**config.mk**
```make
export PLATFORM = sky130hd
export DESIGN_NAME = hamming_22_17_time_codec
export DESIGN_NICKNAME = d
export VERILOG_FILES = /design/src/hdl/h2217tc_pkg.sv /design/src/hdl/h2217tc_core.sv /design/src/hdl/hamming_22_17_time_codec.sv
export SDC_FILE = /design/constraint.sdc
export NUM_CORES = 1
export LEC_CHECK = 0
export ABC_AREA = 1
export BUFFER_PORTS_ARGS = -buffer_cell sky130_fd_sc_hd__buf_2
export CAP_MARGIN = 20
export CORE_MARGIN = 5
export CORE_UTILIZATION = 51
export CTS_BUF_LIST = sky130_fd_sc_hd__clkbuf_2 sky130_fd_sc_hd__clkbuf_4 sky130_fd_sc_hd__clkbuf_8
export DETAILED_ROUTE_END_ITERATION = 8
export PLACE_DENSITY = 0.76
export SLEW_MARGIN = 20
export SYNTH_ARGS = -nofsm -noshare
export SYNTH_HDL_FRONTEND = slang
export SYNTH_SLANG_ARGS = --single-unit
```
**constraint.sdc**
```tcl
create_clock -name clk -period 3.5 [get_ports clk]
set_clock_uncertainty 0.15 [all_clocks]
set_input_delay 0.7 -clock clk [delete_from_list [all_inputs] [get_ports clk]]
set_output_delay 0.7 -clock clk [all_outputs]
set_load 0.05 [all_outputs]
```
**src/hdl/h2217tc_pkg.sv**
```systemverilog
package h2217tc_pkg;

  localparam int CODE_LEN = 22;
  localparam int DATA_LEN = 17;
  localparam int SYN_W    = 5;
  localparam int HOURS_W  = 5;
  localparam int MIN_W    = 6;
  localparam int SEC_W    = 6;

  localparam int S_DATA_W = 40;
  localparam int S_USER_W = 1;
  localparam int M_DATA_W = 48;

  typedef enum logic {
    OP_ENCODE = 1'b0,
    OP_DECODE = 1'b1
  } op_t;

  // Packed MSB first: hours_in lands in the lowest bits.
  typedef struct packed {
    logic [CODE_LEN-1:0] codeword_in;
    logic [SEC_W-1:0]    seconds_in;
    logic [MIN_W-1:0]    minutes_in;
    logic [HOURS_W-1:0]  hours_in;
  } in_item_t;

  typedef struct packed {
    logic                uncorrectable;
    logic                corrected;
    logic [SYN_W-1:0]    syndrome;
    logic [SEC_W-1:0]    seconds_out;
    logic [MIN_W-1:0]    minutes_out;
    logic [HOURS_W-1:0]  hours_out;
    logic [CODE_LEN-1:0] codeword_out;
  } result_t;

  // Code positions (1-based) of the data bits, most significant data bit first.
  localparam logic [SYN_W-1:0] DATA_POS [DATA_LEN] = '{
    5'd3, 5'd5, 5'd6, 5'd7, 5'd9, 5'd10, 5'd11, 5'd12, 5'd13,
    5'd14, 5'd15, 5'd17, 5'd18, 5'd19, 5'd20, 5'd21, 5'd22
  };

  // XOR of the indexes of all set positions.
  function automatic logic [SYN_W-1:0] parity_vec(input logic [CODE_LEN-1:0] cw);
    logic [SYN_W-1:0] v;
    v = '0;
    for (int p = 1; p <= CODE_LEN; p++) begin
      if (cw[p-1]) begin
        v = v ^ SYN_W'(p);
      end
    end
    return v;
  endfunction

endpackage

```
**src/hdl/h2217tc_core.sv**
```systemverilog
module h2217tc_core (
  input  h2217tc_pkg::op_t      op,
  input  h2217tc_pkg::in_item_t item,
  output h2217tc_pkg::result_t  res
);
  import h2217tc_pkg::*;

  logic [DATA_LEN-1:0] enc_data;
  logic [CODE_LEN-1:0] enc_raw;
  logic [SYN_W-1:0]    enc_par;
  logic [CODE_LEN-1:0] enc_cw;
  logic [SYN_W-1:0]    syn;
  logic                in_range;
  logic [CODE_LEN-1:0] fixed_cw;
  logic [DATA_LEN-1:0] dec_data;

  assign enc_data = {item.hours_in, item.minutes_in, item.seconds_in};

  always_comb begin
    enc_raw = '0;
    for (int i = 0; i < DATA_LEN; i++) begin
      enc_raw[DATA_POS[i] - SYN_W'(1)] = enc_data[DATA_LEN-1-i];
    end
  end

  assign enc_par = parity_vec(enc_raw);

  always_comb begin
    enc_cw = enc_raw;
    for (int j = 0; j < SYN_W; j++) begin
      enc_cw[(1 << j) - 1] = enc_par[j];
    end
  end

  // Decode path: syndrome, single-bit repair, data extraction.
  assign syn      = parity_vec(item.codeword_in);
  assign in_range = (syn != '0) && (syn <= SYN_W'(CODE_LEN));

  always_comb begin
    fixed_cw = item.codeword_in;
    if (in_range) begin
      fixed_cw = item.codeword_in ^ (CODE_LEN'(1) << (syn - SYN_W'(1)));
    end
  end

  always_comb begin
    dec_data = '0;
    for (int i = 0; i < DATA_LEN; i++) begin
      dec_data[DATA_LEN-1-i] = fixed_cw[DATA_POS[i] - SYN_W'(1)];
    end
  end

  always_comb begin
    res = '0;
    case (op)
      OP_ENCODE: begin
        res.codeword_out = enc_cw;
      end
      OP_DECODE: begin
        res.hours_out     = dec_data[DATA_LEN-1 -: HOURS_W];
        res.minutes_out   = dec_data[SEC_W +: MIN_W];
        res.seconds_out   = dec_data[SEC_W-1:0];
        res.syndrome      = syn;
        res.corrected     = in_range;
        res.uncorrectable = (syn != '0) && !in_range;
      end
      default: begin
        res = '0;
      end
    endcase
  end

endmodule

```
**src/hdl/hamming_22_17_time_codec.sv**
```systemverilog
// Channel   Dir  Fields
// s_axis    in   tuser: operation; tdata: hours, minutes, seconds, codeword
// m_axis    out  tdata: codeword, hours, minutes, seconds, syndrome,
//                       corrected, uncorrectable
//
// One transfer in per cycle while the output is not stalled, one result per transfer;
// from input to output: an input register, the parity/correction logic, a result register.
// rst is synchronous and clears only the two valid flags.
// A stalled output holds its result; the input register still takes a transfer
// until both registers are full.
module hamming_22_17_time_codec (
  input  logic                             clk,
  input  logic                             rst,
  input  logic                             s_axis_tvalid,
  output logic                             s_axis_tready,
  // [4:0] hours_in, [10:5] minutes_in, [16:11] seconds_in, [38:17] codeword_in
  input  logic [h2217tc_pkg::S_DATA_W-1:0] s_axis_tdata,
  // [0] operation
  input  logic [h2217tc_pkg::S_USER_W-1:0] s_axis_tuser,
  output logic                             m_axis_tvalid,
  input  logic                             m_axis_tready,
  // [21:0] codeword_out, [26:22] hours_out, [32:27] minutes_out,
  // [38:33] seconds_out, [43:39] syndrome, [44] corrected, [45] uncorrectable
  output logic [h2217tc_pkg::M_DATA_W-1:0] m_axis_tdata
);
  import h2217tc_pkg::*;

  logic     in_valid;
  op_t      in_op;
  in_item_t in_item;
  result_t  core_res;
  result_t  res;
  logic     out_load;

  assign out_load      = in_valid && (!m_axis_tvalid || m_axis_tready);
  assign s_axis_tready = !in_valid || out_load;

  always_ff @(posedge clk) begin
    if (rst) begin
      in_valid <= 1'b0;
    end else if (s_axis_tready) begin
      in_valid <= s_axis_tvalid;
    end
  end

  always_ff @(posedge clk) begin
    if (s_axis_tvalid && s_axis_tready) begin
      in_op   <= op_t'(s_axis_tuser[0]);
      in_item <= s_axis_tdata[$bits(in_item_t)-1:0];
    end
  end

  h2217tc_core u_core (
    .op   (in_op),
    .item (in_item),
    .res  (core_res)
  );

  always_ff @(posedge clk) begin
    if (rst) begin
      m_axis_tvalid <= 1'b0;
    end else if (!m_axis_tvalid || m_axis_tready) begin
      m_axis_tvalid <= in_valid;
    end
  end

  always_ff @(posedge clk) begin
    if (out_load) begin
      res <= core_res;
    end
  end

  assign m_axis_tdata = {(M_DATA_W - $bits(result_t))'(0), res};

endmodule

```
; ---- Word level (Yosys, flattened, before mapping)
; Index checks and enable logic that the tools add are counted.
[word_totals]
register_bits = 88
inputBits = 45
elab_cells = 105
[op_classes]
addsub = 1
magnitude_cmp = 1
shifts = 1
mux = 40
bitwise = 38
n_reduce_logical = 10
[ops]
columns = cell, n
row1 = 5-bit 2-to-1 mux, 13
row2 = 4-bit 2-to-1 mux, 15
row3 = 3-bit NOT, 14
row4 = 2-bit NOT, 17
row5 = 22-bit 2-to-1 mux, 1
row6 = 1-bit by 5-bit left shift with 22-bit output (first input constant), 1
row7 = 22-bit bitwise XOR, 1
row8 = 3-bit 2-to-1 mux, 7
row9 = 4-bit NOT, 2
row10 = 2-bit 2-to-1 mux, 3
row11 = 5-bit less-or-equal comparator (second input constant), 1
row12 = 5-bit nonzero test, 1
row13 = 5-bit by 1-bit subtractor with 5-bit output (second input constant), 1
row14 = 1-bit logical AND, 4
row15 = 1-bit NOT (first input constant), 4
row16 = 1-bit logical NOT, 3
row17 = 1-bit logical OR, 2
row18 = 1-bit 2-to-1 mux, 1

; ---- Longest topological paths before layout
[depth]
ltp_word = 43
ltp_mapped = 18

; ---- Modules after synthesis
; A second synthesis with hierarchy kept.
[unflattened]
hier_cells = 473
hier_area_um2 = 4573.1
[modules_own_cells]
columns = module, instances, cells_each, area_per_inst_um2, seq_area_each_um2
row1 = hamming_22_17_time_codec, 1, 101, 2692.6, 2622.5
row2 = h2217tc_core, 1, 372, 1880.6, 0.0

; ---- Worst setup path before layout
; Ideal clock, no wire load.
[synth_path]
kind = input -> register
startpoint = in m_axis_tready
endpoint = reg res, in the netlist m_axis_tdata[0], enable pin
setup_time_ns = 0.464
arrival_time_ns = 2.995
setup_slack_ns = -0.110
stages = 2
n_path_buf = 0
cell_sequence = inv_1 > a21oi_1
[synth_between]
elab_chain_len = 2
[synth_rtl]
columns = element, line
row1 = "start, declared", hamming_22_17_time_codec.sv:21  ; input logic m_axis_tready,
row2 = 1-bit logical OR, hamming_22_17_time_codec.sv:35  ; assign out_load = in_valid && (!m_axis_tvalid || m_axis_tready);
row3 = 1-bit logical AND, hamming_22_17_time_codec.sv:35
row4 = net out_load, hamming_22_17_time_codec.sv:33  ; logic out_load;
row5 = "end signal, assigned", hamming_22_17_time_codec.sv:69  ; res <= core_res;
row6 = "end, declared", hamming_22_17_time_codec.sv:32  ; result_t res;
; The timed path passes the listed nets, and every way through them passes these cells.
; A chain may end at the register's enable or synchronous reset.

; ---- Final worst setup path
[layout_path]
startpoint = reg in_item[37] (netlist name)
endpoint = reg res, in the netlist m_axis_tdata[34], data pin
[layout_between]
elab_chain_len = 7
word_cells_on_any_way = 10
cone_classes = 1 x add/sub / 1 x order compare / 1 x shift / 3 x mux / 2 x bitwise / 2 x reduce/logical
[layout_rtl]
columns = element, line
row1 = "start, declared", hamming_22_17_time_codec.sv:30  ; in_item_t in_item;
row2 = "start signal, assigned", hamming_22_17_time_codec.sv:49  ; in_item <= s_axis_tdata[$bits(in_item_t)-1:0];
row3 = 5-bit 2-to-1 mux, h2217tc_pkg.sv:48  ; if (cw[p-1]) begin
row4 = 3-bit NOT (no source line), --
row5 = 5-bit 2-to-1 mux, h2217tc_pkg.sv:48
row6 = 5-bit by 1-bit subtractor with 5-bit output, h2217tc_core.sv:42  ; fixed_cw = item.codeword_in ^ (CODE_LEN'(1) << (syn - SYN_W'(1)));
row7 = 1-bit by 5-bit left shift with 22-bit output, h2217tc_core.sv:42
row8 = 22-bit bitwise XOR, h2217tc_core.sv:42
row9 = 22-bit 2-to-1 mux (*), h2217tc_core.sv:41  ; if (in_range) begin
; Mark *: on every way between the ends. The rest lies on a longest branch, timed or not.

==> out/qor.csv <==
stage;metric;value;unit
outcome;outcome;finished clean;
synthesis;synth_edf_count;86;
synthesis;ys_ff_latch;88;
clock_network;ctsHoldBuffers;0;
clock_network;numCtsBuffers;9;
detailed_routing;drc;0;
die;pin_count;95;
critical_path;path_max_fanout;12;
finish;drive_gt1_share;24.44;%
sta;fin_setup_tns;0;ns
placement;gp_congestion;0.8975;
min_path;hold_class;in2reg;
finish;most-common-layout-cells;nand2_1 (141), buf_2 (91), edfxtp_1 (86), inv_1 (49), nor2_1 (45);
sta;finalMaxSlewViolations;0;
synthesis;yosys.area_share.simple;23.39;%
die;dieHeight;104.9;um
clock_network;cts.clk_slew.worst_paths;0.10;ns
clock_network;cts-resized-gates;0;
sta;rsz0062_at_grt;no;
sta;fin_crit;2.678;ns
die;fp.dieArea;0.01100;mm^2
synthesis;yosys-mux-area-fraction;0;%
sta;max_freq;0.3734;GHz
critical_path;cp-end-kind;flip-flop;
clock_network;clk_latency;0.36;ns
placement;place_hpwl;7173;um
sta;setup_viol;0;
finish;area_growth;16.79;%
synthesis;yosysWarnings;0;
die;fp.dieW;104.9;um
finish;layout_commonest_cell;nand2_1;
placement;pre_cts_ws;0.9243;ns
grt;antenna_found_initial;0;
sta;timing.final.crit_share;76.52;%
synthesis;seq_area_frac_synth;57.13;%
clock_network;clockBufferDepth;2;
pwr;power.leakage;2.473;nW
placement;numPortBuffers;91;
sta;fin_ws;0.8220;ns
grt;grt_use_total;17.74;%
job;maxCapViolations;0;
clock_network;htree_levels;3;
finish;nets;621;
finish;diodes;0;
synthesis;synth_compound_area_share;3.870;%
synthesis;synth_flop_cell;edfxtp_1;
detailed_routing;antenna_left;0;
synthesis;synth.cell_area;0.004591;mm^2
detailed_routing;via_per_inst;5.019;
synthesis;synth_fa_ha_area_share;0;%
synthesis;synth_xor_area_share;8.913;%
sta;slew_headroom;61.48;%
pwr;ir_drop;0.2490;mV
detailed_routing;drtIter0Drc;241;
critical_path;critPathLaunchType;flip-flop;
synthesis;syn_area_per_cell;9.544;um^2
clock_network;cts_tree;yes;
sta;hold_violations;0;
pwr;powerDensity;493.5;mW/mm^2
synthesis;synth_top_family_by_area;simple AND/OR/NAND/NOR gates;
critical_path;cp.required;3.47;ns
clock_network;cts_sinks;88;
sta;tightestPinTransition;0.5777;ns
grt;grt_pass1_vias;3356;
grt;grt_max_degree;47;
die;design.core.area;0.008763;mm^2
detailed_routing;via_count;3458;
critical_path;arrival;2.65;ns
detailed_routing;wl;9572;um
synthesis;synthArstFlopShare;0;%
finish;fillCellCount;743;
die;num_rows;34;
grt;overflow;0;
detailed_routing;dr.pass1.iters;4;
clock_network;cts_setup_buffers;0;
clock_network;cts-root-buf;clkbuf_8;
die;start_util;52.38;%
grt;grt_pass1_wl;15730;um
detailed_routing;routedWlPerCell;13.89;um
critical_path;critPathKind;reg2reg;
synthesis;yosysUniqueCellTypes;29;
synthesis;syn_inst;481;
pwr;report.power.total;2.646;mW
## report_power, final
group | switching (mW) | internal [mW] | total (mW) | leakage [nW]
sequential | 0.0413 | 1.24 | 1.28 | 0.851
combinational | 0.446 | 0.186 | 0.632 | 1.52
clock | 0.393 | 0.344 | 0.737 | 0.103
total | 0.881 | 1.77 | 2.65 | 2.47
## synth_stat cells, types with 2 or more instances
| cell | number | area, um^2 |
|---|---|---|
| nand2_1 | 141 | 529.3 |
| nand2_2 | 5 | 31.28 |
| nand3_2 | 4 | 40.04 |
| o21ai_0 | 7 | 35.03 |
| nor2_1 | 45 | 168.9 |
| buf_4 | 5 | 37.54 |
| inv_6 | 2 | 17.52 |
| a21oi_1 | 20 | 100.1 |
| xnor2_1 | 19 | 166.4 |
| nand3_1 | 32 | 160.2 |
| nor2_8 | 2 | 40.04 |
| inv_1 | 49 | 183.9 |
| o21ai_1 | 7 | 35.03 |
| buf_2 | 4 | 20.02 |
| nand2_4 | 2 | 22.52 |
| xnor2_2 | 2 | 32.53 |
| xor2_1 | 19 | 166.4 |
| nand4_1 | 9 | 56.30 |
| edfxtp_1 | 86 | 2582 |
| clkbuf_1 | 2 | 7.510 |
| inv_2 | 10 | 37.54 |
| dfxtp_1 | 2 | 40.04 |
## registers in the layout, indices dropped and copies added, names as in the netlist
| name | cells |
|---|---|
| in_op | 1 |
| m_axis_tvalid | 1 |
| m_axis_tdata | 46 |
| in_valid | 1 |
| in_item | 39 |
## per-layer routing
layer | share of wire [%] | vias to the layer above | global-route usage [%]
li1 | - | 1757 | -
met1 | 42 | 1575 | 22.97
met2 | 49 | 110 | 29.68
met3 | 7.5 | 16 | 3.391
met4 | 1.6 | 0 | 6.575
met5 | 0 | - | 0
## worst max-delay path, stage by stage (launching register included)
cell and delay [ns]:
edfxtp_1 0.56, inv_2 0.17, nand2_1 0.06, nand2_1 0.09
inv_1 0.04, nand2_1 0.08, nand2_1 0.05, nand2_1 0.08
nand2_1 0.05, nand2_1 0.05, nand2_1 0.29, nor2_4 0.25
nand2_1 0.12, nand2_1 0.09, nand3_1 0.11, nor2_1 0.13
nor2_1 0.06
## metrics by stage
| step | util [%] | std cells | cell area (um^2) | hold slack (ns) |
|---|---|---|---|---|
| final | 61.18 | 689 | 5361 | 0.3515 |
| after detailed placement | 58.81 | 673 | 5154 | 0.3697 |
| after floorplan | - | 482 | 4598 | 0.3130 |
| after global routing | 61.18 | 689 | 5361 | 0.3353 |
| after global placement | 58.81 | 673 | 5154 | 0.3531 |
| after CTS | 61.18 | 689 | 5361 | 0.3278 |
## worst paths after layout
check	from	end	slack, ns	depth (start not counted)
worst max-delay path	in_item[37]	m_axis_tdata[34]	0.82	16
worst min-delay path	s_axis_tdata[2]	in_item[2]	0.35	1
worst max register to register	in_item[37]	m_axis_tdata[34]	0.82	16
worst min register to register	m_axis_tvalid	m_axis_tvalid	0.39	2
## logic make-up (layout without fill, tap and decap cells)
| group | count (synthesis) | in the layout |
|---|---|---|
| and+or+nand+nor | 243 | 243 |
| DFF | 88 | 88 |
| buffers and inverters | 72 | 171 |
| xor gates and xnor gates | 42 | 42 |
| AOI/OAI and AO/OA | 35 | 35 |
| other | 1 | 2 |
## area by class of cell
| cell class | instances | area, um^2 | area share, % |
|---|---|---|---|
| multi-input combinational | 322 | 1679 | 31.32 |
| clock buffer | 9 | 123.9 | 2.310 |
| timing repair buffer | 94 | 478.0 | 8.915 |
| inverter | 61 | 239.0 | 4.457 |
| tap | 108 | 135.1 | 2.520 |
| sequential | 88 | 2623 | 48.91 |
| clock inverter | 7 | 83.83 | 1.564 |
Note: power is estimated with default switching activity, not from simulation.
